==> src/lk2fp_pkg.sv <==
`default_nettype none
// ----------------------------------------------------------------------------
// lk2fp_pkg: shared types and constants of the lookup2 fingerprint block
// Beat formats, queue entry format and the fixed lookup2 constants.
// ----------------------------------------------------------------------------
package lk2fp_pkg;

	// Message block geometry.
	localparam int unsigned BLOCK_LEN = 12;
	localparam int unsigned POS_W     = 4;

	// Mix schedule: nine subtract/xor rounds, one per cycle.
	localparam int unsigned MIX_STEPS = 9;
	localparam int unsigned STEP_W    = 4;

	// Job queue between front and back.
	localparam int unsigned QUEUE_DEPTH = 4;
	localparam int unsigned QPTR_W      = 2;
	localparam int unsigned QCNT_W      = 3;

	// Register port.
	localparam int unsigned ADDR_W   = 3;
	localparam logic [0:0]  REG_SEED = 1'b0;

	// lookup2 constants.
	localparam logic [31:0] GOLDEN     = 32'h9e3779b9;
	localparam logic [31:0] LOW_SEED   = 32'h00007a63;
	localparam logic [31:0] SEED_RESET = 32'h00006d6f;
	localparam logic [63:0] AVOID_XOR  = 64'h130f9bef94a0a928;

	// Input beat.
	typedef struct packed {
		logic [7:0] data_byte;
		logic       has_byte;
		logic       is_last;
	} in_t;

	// Output beat.
	typedef struct packed {
		logic [63:0] fingerprint;
		logic [31:0] hash32;
	} out_t;

	// Work handed from front to back. A job mixes one full block (blk),
	// finishes a message (fin), or both in that order.
	typedef struct packed {
		logic        start;
		logic        blk;
		logic        fin;
		logic [31:0] seed;
		logic [31:0] len;
		logic [31:0] w0;
		logic [31:0] w1;
		logic [31:0] w2;
	} job_t;

endpackage
`default_nettype wire

==> src/lk2fp_queue.sv <==
`default_nettype none
// ----------------------------------------------------------------------------
// lk2fp_queue: job queue
// Small first-in first-out buffer that decouples the byte front end from
// the mixing back end.
// ----------------------------------------------------------------------------
module lk2fp_queue (
	input  wire logic          clk,
	input  wire logic          arst_n,
	input  wire logic          push,
	input  wire lk2fp_pkg::job_t wr_job,
	output logic               full,
	input  wire logic          pop,
	output lk2fp_pkg::job_t    rd_job,
	output logic               empty
);
	import lk2fp_pkg::*;

	job_t              mem_q [QUEUE_DEPTH];
	logic [QPTR_W-1:0] wr_ptr_q;
	logic [QPTR_W-1:0] rd_ptr_q;
	logic [QCNT_W-1:0] cnt_q;

	assign full   = (cnt_q == QCNT_W'(QUEUE_DEPTH));
	assign empty  = (cnt_q == '0);
	assign rd_job = mem_q[rd_ptr_q];

	// Entry storage.
	always_ff @(posedge clk) begin
		if (push) begin
			mem_q[wr_ptr_q] <= wr_job;
		end
	end

	// Pointers and fill count.
	always_ff @(posedge clk or negedge arst_n) begin
		if (!arst_n) begin
			wr_ptr_q <= '0;
			rd_ptr_q <= '0;
			cnt_q    <= '0;
		end else begin
			if (push) begin
				wr_ptr_q <= wr_ptr_q + 1'b1;
			end
			if (pop) begin
				rd_ptr_q <= rd_ptr_q + 1'b1;
			end
			if (push && !pop) begin
				cnt_q <= cnt_q + 1'b1;
			end else if (pop && !push) begin
				cnt_q <= cnt_q - 1'b1;
			end
		end
	end

	// The front end must never overrun the queue, nor the back end drain it dry.
	a_no_overrun: assert property (@(posedge clk) disable iff (!arst_n) !(push && full))
		else $error("job pushed into a full queue");
	a_no_underrun: assert property (@(posedge clk) disable iff (!arst_n) !(pop && empty))
		else $error("job popped from an empty queue");

endmodule
`default_nettype wire

==> src/lk2fp_front.sv <==
`default_nettype none
// ----------------------------------------------------------------------------
// lk2fp_front: byte front end
// Accepts one byte beat per cycle while the queue has room, gathers 12-byte
// blocks, counts the message length, builds block and end-of-message jobs.
// ----------------------------------------------------------------------------
module lk2fp_front (
	input  wire logic           clk,
	input  wire logic           arst_n,
	input  wire logic           in_valid,
	output logic                in_ready,
	input  wire lk2fp_pkg::in_t in_data,
	input  wire logic [31:0]    seed,
	output logic                push,
	output lk2fp_pkg::job_t     job,
	input  wire logic           full
);
	import lk2fp_pkg::*;

	logic [7:0]       bytes_q [BLOCK_LEN];
	logic [POS_W-1:0] pos_q;
	logic [31:0]      len_q;
	logic             first_q;
	logic [31:0]      seed_msg_q;

	logic             accept;
	logic             blk;
	logic [POS_W-1:0] pos_after;
	logic [31:0]      len_next;
	logic [31:0]      seed_use;
	logic [7:0]       cur  [BLOCK_LEN];
	logic [7:0]       tail [BLOCK_LEN];

	assign in_ready = !full;
	assign accept   = in_valid && in_ready;

	// Block position and length after this beat.
	assign blk       = in_data.has_byte && (pos_q == POS_W'(BLOCK_LEN - 1));
	assign pos_after = blk ? '0 : (in_data.has_byte ? pos_q + 1'b1 : pos_q);
	assign len_next  = len_q + 32'(in_data.has_byte);

	// A message takes the seed that is current when its first byte arrives.
	assign seed_use = (len_q == '0) ? seed : seed_msg_q;

	// Block view with the incoming byte merged in, and its masked tail.
	always_comb begin
		for (int k = 0; k < BLOCK_LEN; k++) begin
			cur[k]  = (in_data.has_byte && (pos_q == POS_W'(k))) ? in_data.data_byte
				: bytes_q[k];
			tail[k] = (POS_W'(k) < pos_after) ? cur[k] : 8'h00;
		end
	end

	// Job assembly.
	always_comb begin
		job.start = first_q;
		job.blk   = blk;
		job.fin   = in_data.is_last;
		job.seed  = seed_use;
		job.len   = len_next;
		if (blk) begin
			job.w0 = {cur[3], cur[2], cur[1], cur[0]};
			job.w1 = {cur[7], cur[6], cur[5], cur[4]};
			job.w2 = {cur[11], cur[10], cur[9], cur[8]};
		end else begin
			job.w0 = {tail[3], tail[2], tail[1], tail[0]};
			job.w1 = {tail[7], tail[6], tail[5], tail[4]};
			job.w2 = {tail[10], tail[9], tail[8], 8'h00} + len_next;
		end
	end

	assign push = accept && (blk || in_data.is_last);

	// Byte storage.
	always_ff @(posedge clk) begin
		if (accept && in_data.has_byte) begin
			bytes_q[pos_q] <= in_data.data_byte;
			seed_msg_q     <= seed_use;
		end
	end

	// Message tracking.
	always_ff @(posedge clk or negedge arst_n) begin
		if (!arst_n) begin
			pos_q   <= '0;
			len_q   <= '0;
			first_q <= 1'b1;
		end else if (accept) begin
			if (in_data.is_last) begin
				pos_q   <= '0;
				len_q   <= '0;
				first_q <= 1'b1;
			end else begin
				pos_q <= pos_after;
				len_q <= len_next;
				if (blk) begin
					first_q <= 1'b0;
				end
			end
		end
	end

	a_pos_range: assert property (@(posedge clk) disable iff (!arst_n)
		pos_q < POS_W'(BLOCK_LEN))
		else $error("block position out of range");
	a_restart: assert property (@(posedge clk) disable iff (!arst_n)
		(accept && in_data.is_last) |=> (pos_q == '0 && len_q == '0 && first_q))
		else $error("message state not cleared after end of message");

endmodule
`default_nettype wire

==> src/lk2fp_back.sv <==
`default_nettype none
// ----------------------------------------------------------------------------
// lk2fp_back: mixing back end
// Holds both lookup2 lanes, adds each job's words, runs the mix one round
// per cycle and registers the finished fingerprint.
// ----------------------------------------------------------------------------
module lk2fp_back (
	input  wire logic            clk,
	input  wire logic            arst_n,
	input  wire logic            job_valid,
	input  wire lk2fp_pkg::job_t job,
	output logic                 pop,
	output logic                 out_valid,
	input  wire logic            out_ready,
	output lk2fp_pkg::out_t      out_data
);
	import lk2fp_pkg::*;

	typedef struct packed {
		logic [31:0] a;
		logic [31:0] b;
		logic [31:0] c;
	} lane_t;

	typedef enum logic [3:0] {
		ST_IDLE = 4'b0001,
		ST_LOAD = 4'b0010,
		ST_MIX  = 4'b0100,
		ST_EMIT = 4'b1000
	} state_t;

	// One round of the lookup2 mix; rounds run in order 0 to 8.
	function automatic lane_t mix_step(input lane_t l, input logic [STEP_W-1:0] k);
		lane_t r;
		r = l;
		unique case (k)
			4'd0: r.a = (l.a - l.b - l.c) ^ (l.c >> 13);
			4'd1: r.b = (l.b - l.c - l.a) ^ (l.a << 8);
			4'd2: r.c = (l.c - l.a - l.b) ^ (l.b >> 13);
			4'd3: r.a = (l.a - l.b - l.c) ^ (l.c >> 12);
			4'd4: r.b = (l.b - l.c - l.a) ^ (l.a << 16);
			4'd5: r.c = (l.c - l.a - l.b) ^ (l.b >> 5);
			4'd6: r.a = (l.a - l.b - l.c) ^ (l.c >> 3);
			4'd7: r.b = (l.b - l.c - l.a) ^ (l.a << 10);
			4'd8: r.c = (l.c - l.a - l.b) ^ (l.b >> 15);
			default: r = l;
		endcase
		return r;
	endfunction

	state_t            state_q;
	job_t              job_q;
	logic              phase_fin_q;
	logic [STEP_W-1:0] step_q;
	lane_t             hi_q;
	lane_t             lo_q;
	logic              out_valid_q;
	out_t              out_q;

	logic  use_init;
	lane_t hi_base;
	lane_t lo_base;
	lane_t add_w;
	logic  emit_load;
	logic  [63:0] fp;

	assign pop       = (state_q == ST_IDLE) && job_valid;
	assign emit_load = (state_q == ST_EMIT) && (!out_valid_q || out_ready);
	assign out_valid = out_valid_q;
	assign out_data  = out_q;

	// Lane start values and the words added at the start of a phase.
	always_comb begin
		use_init = job_q.start && (!phase_fin_q || !job_q.blk);
		hi_base  = use_init ? lane_t'{GOLDEN, GOLDEN, job_q.seed} : hi_q;
		lo_base  = use_init ? lane_t'{GOLDEN, GOLDEN, LOW_SEED} : lo_q;
		if (phase_fin_q && job_q.blk) begin
			add_w = lane_t'{32'h0, 32'h0, job_q.len};
		end else begin
			add_w = lane_t'{job_q.w0, job_q.w1, job_q.w2};
		end
	end

	// Final fingerprint with the reserved-value fixup.
	always_comb begin
		fp = {hi_q.c, lo_q.c};
		if (hi_q.c == '0 && lo_q.c < 32'd2) begin
			fp = fp ^ AVOID_XOR;
		end
	end

	// Job payload and lane registers.
	always_ff @(posedge clk) begin
		if (pop) begin
			job_q <= job;
		end
		if (state_q == ST_LOAD) begin
			hi_q.a <= hi_base.a + add_w.a;
			hi_q.b <= hi_base.b + add_w.b;
			hi_q.c <= hi_base.c + add_w.c;
			lo_q.a <= lo_base.a + add_w.a;
			lo_q.b <= lo_base.b + add_w.b;
			lo_q.c <= lo_base.c + add_w.c;
		end else if (state_q == ST_MIX) begin
			hi_q <= mix_step(hi_q, step_q);
			lo_q <= mix_step(lo_q, step_q);
		end
		if (emit_load) begin
			out_q.fingerprint <= fp;
			out_q.hash32      <= hi_q.c;
		end
	end

	// Sequencer.
	always_ff @(posedge clk or negedge arst_n) begin
		if (!arst_n) begin
			state_q     <= ST_IDLE;
			phase_fin_q <= 1'b0;
			step_q      <= '0;
		end else begin
			unique case (state_q)
				ST_IDLE: begin
					if (job_valid) begin
						phase_fin_q <= !job.blk;
						state_q     <= ST_LOAD;
					end
				end
				ST_LOAD: begin
					step_q  <= '0;
					state_q <= ST_MIX;
				end
				ST_MIX: begin
					if (step_q == STEP_W'(MIX_STEPS - 1)) begin
						step_q <= '0;
						if (!phase_fin_q && job_q.fin) begin
							phase_fin_q <= 1'b1;
							state_q     <= ST_LOAD;
						end else if (phase_fin_q) begin
							state_q <= ST_EMIT;
						end else begin
							state_q <= ST_IDLE;
						end
					end else begin
						step_q <= step_q + 1'b1;
					end
				end
				ST_EMIT: begin
					if (emit_load) begin
						state_q <= ST_IDLE;
					end
				end
				default: state_q <= ST_IDLE;
			endcase
		end
	end

	// Output register valid.
	always_ff @(posedge clk or negedge arst_n) begin
		if (!arst_n) begin
			out_valid_q <= 1'b0;
		end else if (emit_load) begin
			out_valid_q <= 1'b1;
		end else if (out_ready) begin
			out_valid_q <= 1'b0;
		end
	end

	a_step_idle: assert property (@(posedge clk) disable iff (!arst_n)
		(state_q != ST_MIX) |-> (step_q == '0))
		else $error("mix round counter active outside the mix state");

endmodule
`default_nettype wire

==> src/lookup2_fingerprint64.sv <==
`default_nettype none
// ----------------------------------------------------------------------------
// lookup2_fingerprint64: two-lane lookup2 64-bit fingerprint
// Streams message bytes through two Jenkins lookup2 lanes, one seeded by
// a register and one by a fixed seed, and returns a 64-bit fingerprint.
//
//   Port group   Direction  Beat contents
//   in_*         input      data_byte, has_byte, is_last
//   out_*        output     fingerprint, hash32 (one beat per message)
//   APB p*       register   seed_high at byte address 0
//
// A byte beat is taken every cycle while the four-entry job queue has room.
// Per job the back end pops, adds the words and runs nine mix rounds, then
// emits if it ends a message; one that also closes a block adds and mixes
// twice. The back end's one-round-per-cycle mix unit sets the sustained rate.
// Reset clears all control state; seed_high returns to 0x6d6f.
// A stalled output holds its beat in the output register; the back end and
// then the queue fill, after which in_ready drops.
// ----------------------------------------------------------------------------
module lookup2_fingerprint64 (
	input  wire logic                         clk,
	input  wire logic                         arst_n,
	input  wire logic                         in_valid,
	output logic                              in_ready,
	input  wire lk2fp_pkg::in_t               in_data,
	output logic                              out_valid,
	input  wire logic                         out_ready,
	output lk2fp_pkg::out_t                   out_data,
	input  wire logic                         psel,
	input  wire logic                         penable,
	input  wire logic                         pwrite,
	input  wire logic [lk2fp_pkg::ADDR_W-1:0] paddr,
	input  wire logic [31:0]                  pwdata,
	output logic [31:0]                       prdata,
	output logic                              pready
);
	import lk2fp_pkg::*;

	logic [31:0] seed_q;
	logic        reg_hit;
	logic        q_push;
	logic        q_full;
	logic        q_pop;
	logic        q_empty;
	job_t        q_wr_job;
	job_t        q_rd_job;

	// Register port.
	assign pready  = 1'b1;
	assign reg_hit = (paddr[ADDR_W-1:2] == REG_SEED);
	assign prdata  = reg_hit ? seed_q : 32'h0;

	always_ff @(posedge clk or negedge arst_n) begin
		if (!arst_n) begin
			seed_q <= SEED_RESET;
		end else if (psel && penable && pwrite && pready && reg_hit) begin
			seed_q <= pwdata;
		end
	end

	lk2fp_front u_front (
		.clk      (clk),
		.arst_n   (arst_n),
		.in_valid (in_valid),
		.in_ready (in_ready),
		.in_data  (in_data),
		.seed     (seed_q),
		.push     (q_push),
		.job      (q_wr_job),
		.full     (q_full)
	);

	lk2fp_queue u_queue (
		.clk    (clk),
		.arst_n (arst_n),
		.push   (q_push),
		.wr_job (q_wr_job),
		.full   (q_full),
		.pop    (q_pop),
		.rd_job (q_rd_job),
		.empty  (q_empty)
	);

	lk2fp_back u_back (
		.clk       (clk),
		.arst_n    (arst_n),
		.job_valid (!q_empty),
		.job       (q_rd_job),
		.pop       (q_pop),
		.out_valid (out_valid),
		.out_ready (out_ready),
		.out_data  (out_data)
	);

endmodule
`default_nettype wire

==> config.mk <==
export PLATFORM = sky130hd
export DESIGN_NAME = lookup2_fingerprint64
export DESIGN_NICKNAME = d
export VERILOG_FILES = /design/src/lk2fp_pkg.sv /design/src/lk2fp_queue.sv /design/src/lk2fp_front.sv /design/src/lk2fp_back.sv /design/src/lookup2_fingerprint64.sv
export SDC_FILE = /design/constraint.sdc
export NUM_CORES = 2
export LEC_CHECK = 0
export BUFFER_PORTS_ARGS = -buffer_cell sky130_fd_sc_hd__buf_2
export CAP_MARGIN = 20
export CORE_MARGIN = 8
export CORE_UTILIZATION = 50
export CTS_CLUSTER_DIAMETER = 60
export DETAILED_ROUTE_END_ITERATION = 7
export PLACE_DENSITY = 0.67
export SLEW_MARGIN = 20
export SYNTH_ARGS = -nofsm -noshare
export SYNTH_HDL_FRONTEND = slang
export SYNTH_SLANG_ARGS = --single-unit
==> constraint.sdc <==
create_clock -name clk -period 11.9 [get_ports clk]
set_clock_uncertainty 0.2 [all_clocks]
set_input_delay 1.19 -clock clk [delete_from_list [all_inputs] [get_ports clk]]
set_output_delay 1.19 -clock clk [all_outputs]
set_load 0.005 [all_outputs]
# --- Word-level counts from Yosys, hierarchy flattened ---
# Memories as Yosys holds them, arrays and structs flattened.
# Cells that the tools add are included.
op_classes:
  reduce_logical: 56
  n_eq_ne: 28
  n_mux: 65
  addsub: 26
  bitwise_logic: 20
  order_cmp: 12
ops:
  columns: ["cell", "count"]
  rows:
  - ["$mux W96", 8]
  - ["$pmux W32 S3", 6]
  - ["$sub A32 B32 Y32", 12]
  - ["$add A32 B32 Y32", 7]
  - ["$xor A32 B32 Y32", 6]
  - ["$mux W8", 22]
  - ["$xor A32 B19 Y32", 4]
  - ["$mux W32", 3]
  - ["$logic_not A32 Y1", 2]
  - ["$xor A32 B17 Y32", 2]
  - ["$xor A32 B20 Y32", 2]
  - ["$xor A32 B27 Y32", 2]
  - ["$xor A32 B29 Y32", 2]
  - ["$mux W61", 1]
  - ["$eq A4 B3 Y1 const B", 9]
  - ["$mux W4", 9]
  - ["$add A32 B1 Y32", 1]
  - ["$lt A32 B2 Y1 const B", 1]
  - ["$not A30 Y30", 1]
  - ["$logic_and A1 B1 Y1", 26]
  - ["$eq A4 B4 Y1 const B", 6]
  - ["$eq A4 B2 Y1 const B", 5]
  - ["$lt A3 B4 Y1 const A", 4]
  - ["$pmux W4 S4", 1]
  - ["other kinds (25)", 65]
word_totals:
  ram_bits: 748
  elab_cells: 237
  regBits: 569
  inputBits: 52
  output_inout_bits: 131
  n_memories: 2
mem_list:
  columns: ["name", "depth", "word_bits", "rd", "rd_ports_with_merged_regs", "write_ports", "line_no", "rtl"]
  rows:
  - ["u_queue.mem_q", 4, 163, 1, 0, 1, "lk2fp_queue.sv:19", "job_t mem_q [QUEUE_DEPTH];"]
  - ["u_front.bytes_q", 12, 8, 11, 0, 1, "lk2fp_front.sv:20", "logic [7:0] bytes_q [BLOCK_LEN];"]

# --- Logic depth before layout (Yosys ltp) ---
logic_depth:
  depth_word: 8
  ltp_mapped: 22

# --- Hierarchy ---
# Synthesis repeated with hierarchy kept, for this count alone.
unflattened:
  hier_cells: 7171
  hier_area_um2: 81866.0
by_module_without_submodules:
  columns: ["module", "instances", "area_per_inst_um2", "cells_each", "seq_area_each_um2"]
  rows:
  - ["lk2fp_back", 1, 46747.3, 5166, 13404.1]
  - ["lk2fp_queue", 1, 24034.3, 886, 19753.9]
  - ["lk2fp_front", 1, 9512.9, 1013, 4530.6]
  - ["lookup2_fingerprint64", 1, 1571.5, 106, 814.5]

# --- Worst setup path after synthesis ---
# Ideal clock, no wire load.
synth_timing:
  kind: "flip-flop to flip-flop"
  start: "reg u_back.step_q[2]"
  end: "reg u_back.hi_q[32] in the netlist's numbering, enable pin"
  setup_ps: 574
  required_ps: 11126
  synth_period_minus_slack_ps: 7114
  path_buffers: 4
  t_arrival_ps: 6339
  path_slack_ps: 4786
  path_stages_with_launch: 10
  cell_sequence: "dfrtp_1 -> clkbuf_1 -> nor2b_1 -> clkbuf_1 -> nand2_1 -> nand2_1 -> clkbuf_1 -> buf_1 -> a21oi_1 -> o21ai_0"
synth_via:
  elab_chain_cells: 3
synth_rtl:
  columns: ["element", "line_no", "rtl"]
  rows:
  - ["from (decl)", "lk2fp_back.sv:54", "logic [STEP_W-1:0] step_q;"]
  - ["from (signal assigned)", "lk2fp_back.sv:144", "step_q <= step_q + 1'b1;"]
  - ["$eq A4 B1 Y1 / $eq A4 B3 Y1 (equally long branches)", "lk2fp_back.sv:36", "unique case (k)"]
  - ["$reduce_bool A4 Y1 (no line) (*)", null, null]
  - ["$reduce_and A2 Y1 (no line) (*)", null, null]
  - ["to (signal assigned)", "lk2fp_back.sv:105", "hi_q <= mix_step(hi_q, step_q);"]
  - ["to (decl)", "lk2fp_back.sv:55", "lane_t hi_q;"]
# Mark *: on every way between the ends. The rest lies on a longest branch, timed or not.
# A chain may end at the register's enable or synchronous reset.

==> metrics.md <==
| Metric | Value |
|---|---|
| Outcome | `finished, final reports clean` |
| Max Slew Vio Count | `0` |
| CTS Buffer Depth | `3` |
| Post-synth EDFFs | `1210` |
| Ys async rst share | `6.636%` |
| Fmax achieved | `151.3 MHz` |
| Reg-to-Reg Start | `u_back.phase_fin_q` |
| Row count | `146` |
| Net count reported at finish | `7709` |
| Setup violations, final | `0` |
| Worst slew pin tran | `1199 ps` |
| First-pass GRT wire length | `371100 um` |
| Post-synthesis register bit count | `1296` |
| Post-Route WL | `254800 um` |
| Initial antenna violation count | `13` |
| Worst reg-to-reg setup slack | `5590 ps` |
| Crit path launch | `in_data[1]` |
| Clk_lat worst skew | `820 ps` |
| Fin. Hold Viols | `0` |
| Post-CTS Repair Setup Buffers | `0` |
| H-tree lvl count | `4` |
| Cts hold-fix bufs | `0` |
| Commonest non-fill, non-tap cell in the layout | `edfxtp_1` |
| Fin crit share | `55.54%` |
| Area delta synth->final | `10.45%` |
| Port bufs | `179` |
| Hpwl dp | `183500 um` |
| Initial DRC count | `6891` |
| CTS buffer count | `159` |
| Worst min path class | `input pin to async pin` |
| CTS tree | `done` |
| Pin count of the biggest net entering global routing | `163` |
| Primary FF master, synth | `edfxtp_1` |
| R2R depth | `16` |
| Most frequent cells in the layout | `edfxtp_1 (1210), nand2_1 (728), a21oi_1 (573), xnor2_1 (504), ha_1 (423)` |
| Worst setup endpoint | `u_queue.mem_q[2][30]` |
| Syn_nets | `7583` |
| Grt total ovfl | `0` |
| Area of the core | `0.1584 mm^2` |
| Relative slew slack | `19.35%` |
| Worst-path fanout max | `10` |
| Sequential standard cell area | `0.03851 mm^2` |
| WS Path Type | `input pin to register` |
| Vias | `57990` |
| Library cells used by synthesis | `103` |
| Drt pass-1 iters | `8` |
| Routed Antenna Nets | `0` |
| Avg Vias per Cell | `6.271` |
| Die Height | `415.5 um` |
| Utilization after layout | `55.66%` |
| Setup TNS | `0 ps` |
| Crit path required time | `12220 ps` |
| Mean Syn Cell Area | `11.54 um^2` |
| Mapped cell area | `0.07981 mm^2` |
| Yosys warns | `0` |
| TritonCTS Sinks | `1296` |
| Die ar. | `0.1727 mm^2` |
| Clock transition at the registers of the reported paths | `60 ps` |
| DRC viols | `0` |
| Post-synthesis sequential area ratio | `48.24%` |
| Root Driver | `clkbuf_16` |
| RSZ-0062 raised after global routing | `no` |
| Die Wd | `415.5 um` |
| Multi-input gate area | `0.03919 mm^2` |
| Mapped Cells | `6914` |
| Wire per inst | `27.55 um` |
| Fin crit period | `6610 ps` |
| Share of layout cells above drive strength 1 | `11.86%` |
| Crit path launch type | `input pin` |
| WP data arrival | `6930 ps` |
| Fillers | `13222` |
| Max cap viols | `0` |
| Initial Util | `50.39%` |
| Vias in the first global route | `55789` |
| Post-CTS sizing | `0` |
| Reg2reg end | `u_back.lo_q[95]` |
| Num ports | `183` |
| GPL Wtd Cong | `1.004` |
| Critical path capture point type | `register` |
| Total track usage | `28.59%` |
## metal layers
metal	vias to the layer above	global-route usage, %	wire length [um]
li1	25825	-	-
met1	28497	38.03	102000
met2	2869	42.58	109600
met3	797	6.328	23610
met4	2	18.01	19520
met5	-	0	14
## cells by family after synthesis
| family | after synthesis | share of synthesized area [%] |
|---|---|---|
| compound gates | 1756 | 14.11 |
| flops | 1296 | 48.24 |
| fa+ha+maj | 617 | 11.50 |
| other cells | 1 | 0.004698 |
| mux | 269 | 6.051 |
| simple gates | 1718 | 9.810 |
| xor+xnor | 682 | 7.484 |
| buf+inv | 575 | 2.801 |
## per-stage QoR
| step | instance area [um^2] | setup WS (ps) | cells | hold WS, ps |
|---|---|---|---|---|
| after global placement | 82870 | 4669 | 8950 | 285.5 |
| after CTS | 88130 | 5391 | 9246 | 91.79 |
| after detailed placement | 82870 | 4580 | 8950 | 291.4 |
| after floorplan | 79810 | 4786 | 6914 | 224.4 |
| after global routing | 88150 | 4891 | 9247 | 137.1 |
| final | 88150 | 5290 | 9248 | 111.3 |
## flip-flops by register name, indices dropped and copies added (netlist names), 3 cells and up
signal and cells:
u_queue.mem_q 652, seed_q 32, u_back.job_q 163, u_back.step_q 4
u_front.seed_msg_q 32, u_back.lo_q 96, u_front.pos_q 4, u_back.state_q 4
u_front.bytes_q 88, u_queue.cnt_q 3, u_back.out_data 83, u_front.len_q 32
u_back.hi_q 96
## worst min path at each step
stage / from / end / slack [ps] / depth (start not counted)
floorplan: u_back.hi_q[31] / u_back.out_data[31] / 220 / 0
detailed placement: u_queue.cnt_q[2] / u_queue.cnt_q[2] / 290 / 1
finish: arst_n / u_front.len_q[0] / 110 / 1
CTS: arst_n / u_front.len_q[0] / 90 / 1
global placement: u_queue.cnt_q[2] / u_queue.cnt_q[2] / 290 / 1
global route: arst_n / u_front.len_q[15] / 140 / 1
## worst max-delay path: stages
cell and delay [ps]:
buf_2 250, inv_1 200, nor3_1 920, nand2_1 460
nand2_1 310, o21ai_1 380, nor2_1 220, ha_1 210
inv_1 70, fa_1 470, nor2b_1 140, o21ai_0 100
a21boi_0 510, o211ai_1 230, nand2_1 160, o2111ai_1 160
a21boi_0 310, nor3_1 100, o21bai_1 180, mux2i_1 210
o21ai_0 170
## synth_stat cells (37+ instances only)
| master | count | area [um^2] |
|---|---|---|
| mux4_2 | 164 | 3694 |
| nand2_1 | 733 | 2751 |
| a21o_1 | 209 | 1569 |
| ha_1 | 423 | 5293 |
| xnor2_1 | 504 | 4414 |
| nor2_1 | 395 | 1483 |
| edfxtp_1 | 1210 | 36330 |
| dfrtp_1 | 73 | 1827 |
| nor2b_1 | 67 | 419.2 |
| and3_1 | 38 | 237.7 |
| o21ai_0 | 302 | 1511 |
| inv_1 | 297 | 1115 |
| nor3_1 | 60 | 300.3 |
| and2_1 | 94 | 588.1 |
| o21a_1 | 47 | 352.8 |
| xor2_1 | 178 | 1559 |
| mux2_2 | 68 | 765.7 |
| nand3_1 | 81 | 405.4 |
| clkbuf_1 | 213 | 799.5 |
| nand4_1 | 47 | 294.0 |
| buf_1 | 43 | 161.4 |
| o21bai_1 | 47 | 352.8 |
| o22ai_1 | 99 | 619.3 |
| fa_1 | 194 | 3884 |
| a31oi_1 | 58 | 362.9 |
| a211oi_1 | 80 | 600.6 |
| mux2i_1 | 37 | 370.4 |
| o31ai_1 | 38 | 285.3 |
| nand2b_1 | 54 | 337.8 |
| a21oi_1 | 574 | 2873 |
| or2_2 | 44 | 275.3 |
## layout make-up
type	instances	share of cell area, %
multi-input combinational	5043	44.45
tap	2072	2.941
clock inverter	102	1.215
timing repair buffer	243	1.678
clock buffer	194	4.755
sequential	1296	43.69
antenna	1	0.002839
inverter	297	1.270
Power is not shown: default switching activity piles up to over one toggle a cycle in this logic, so the estimate is an artifact.
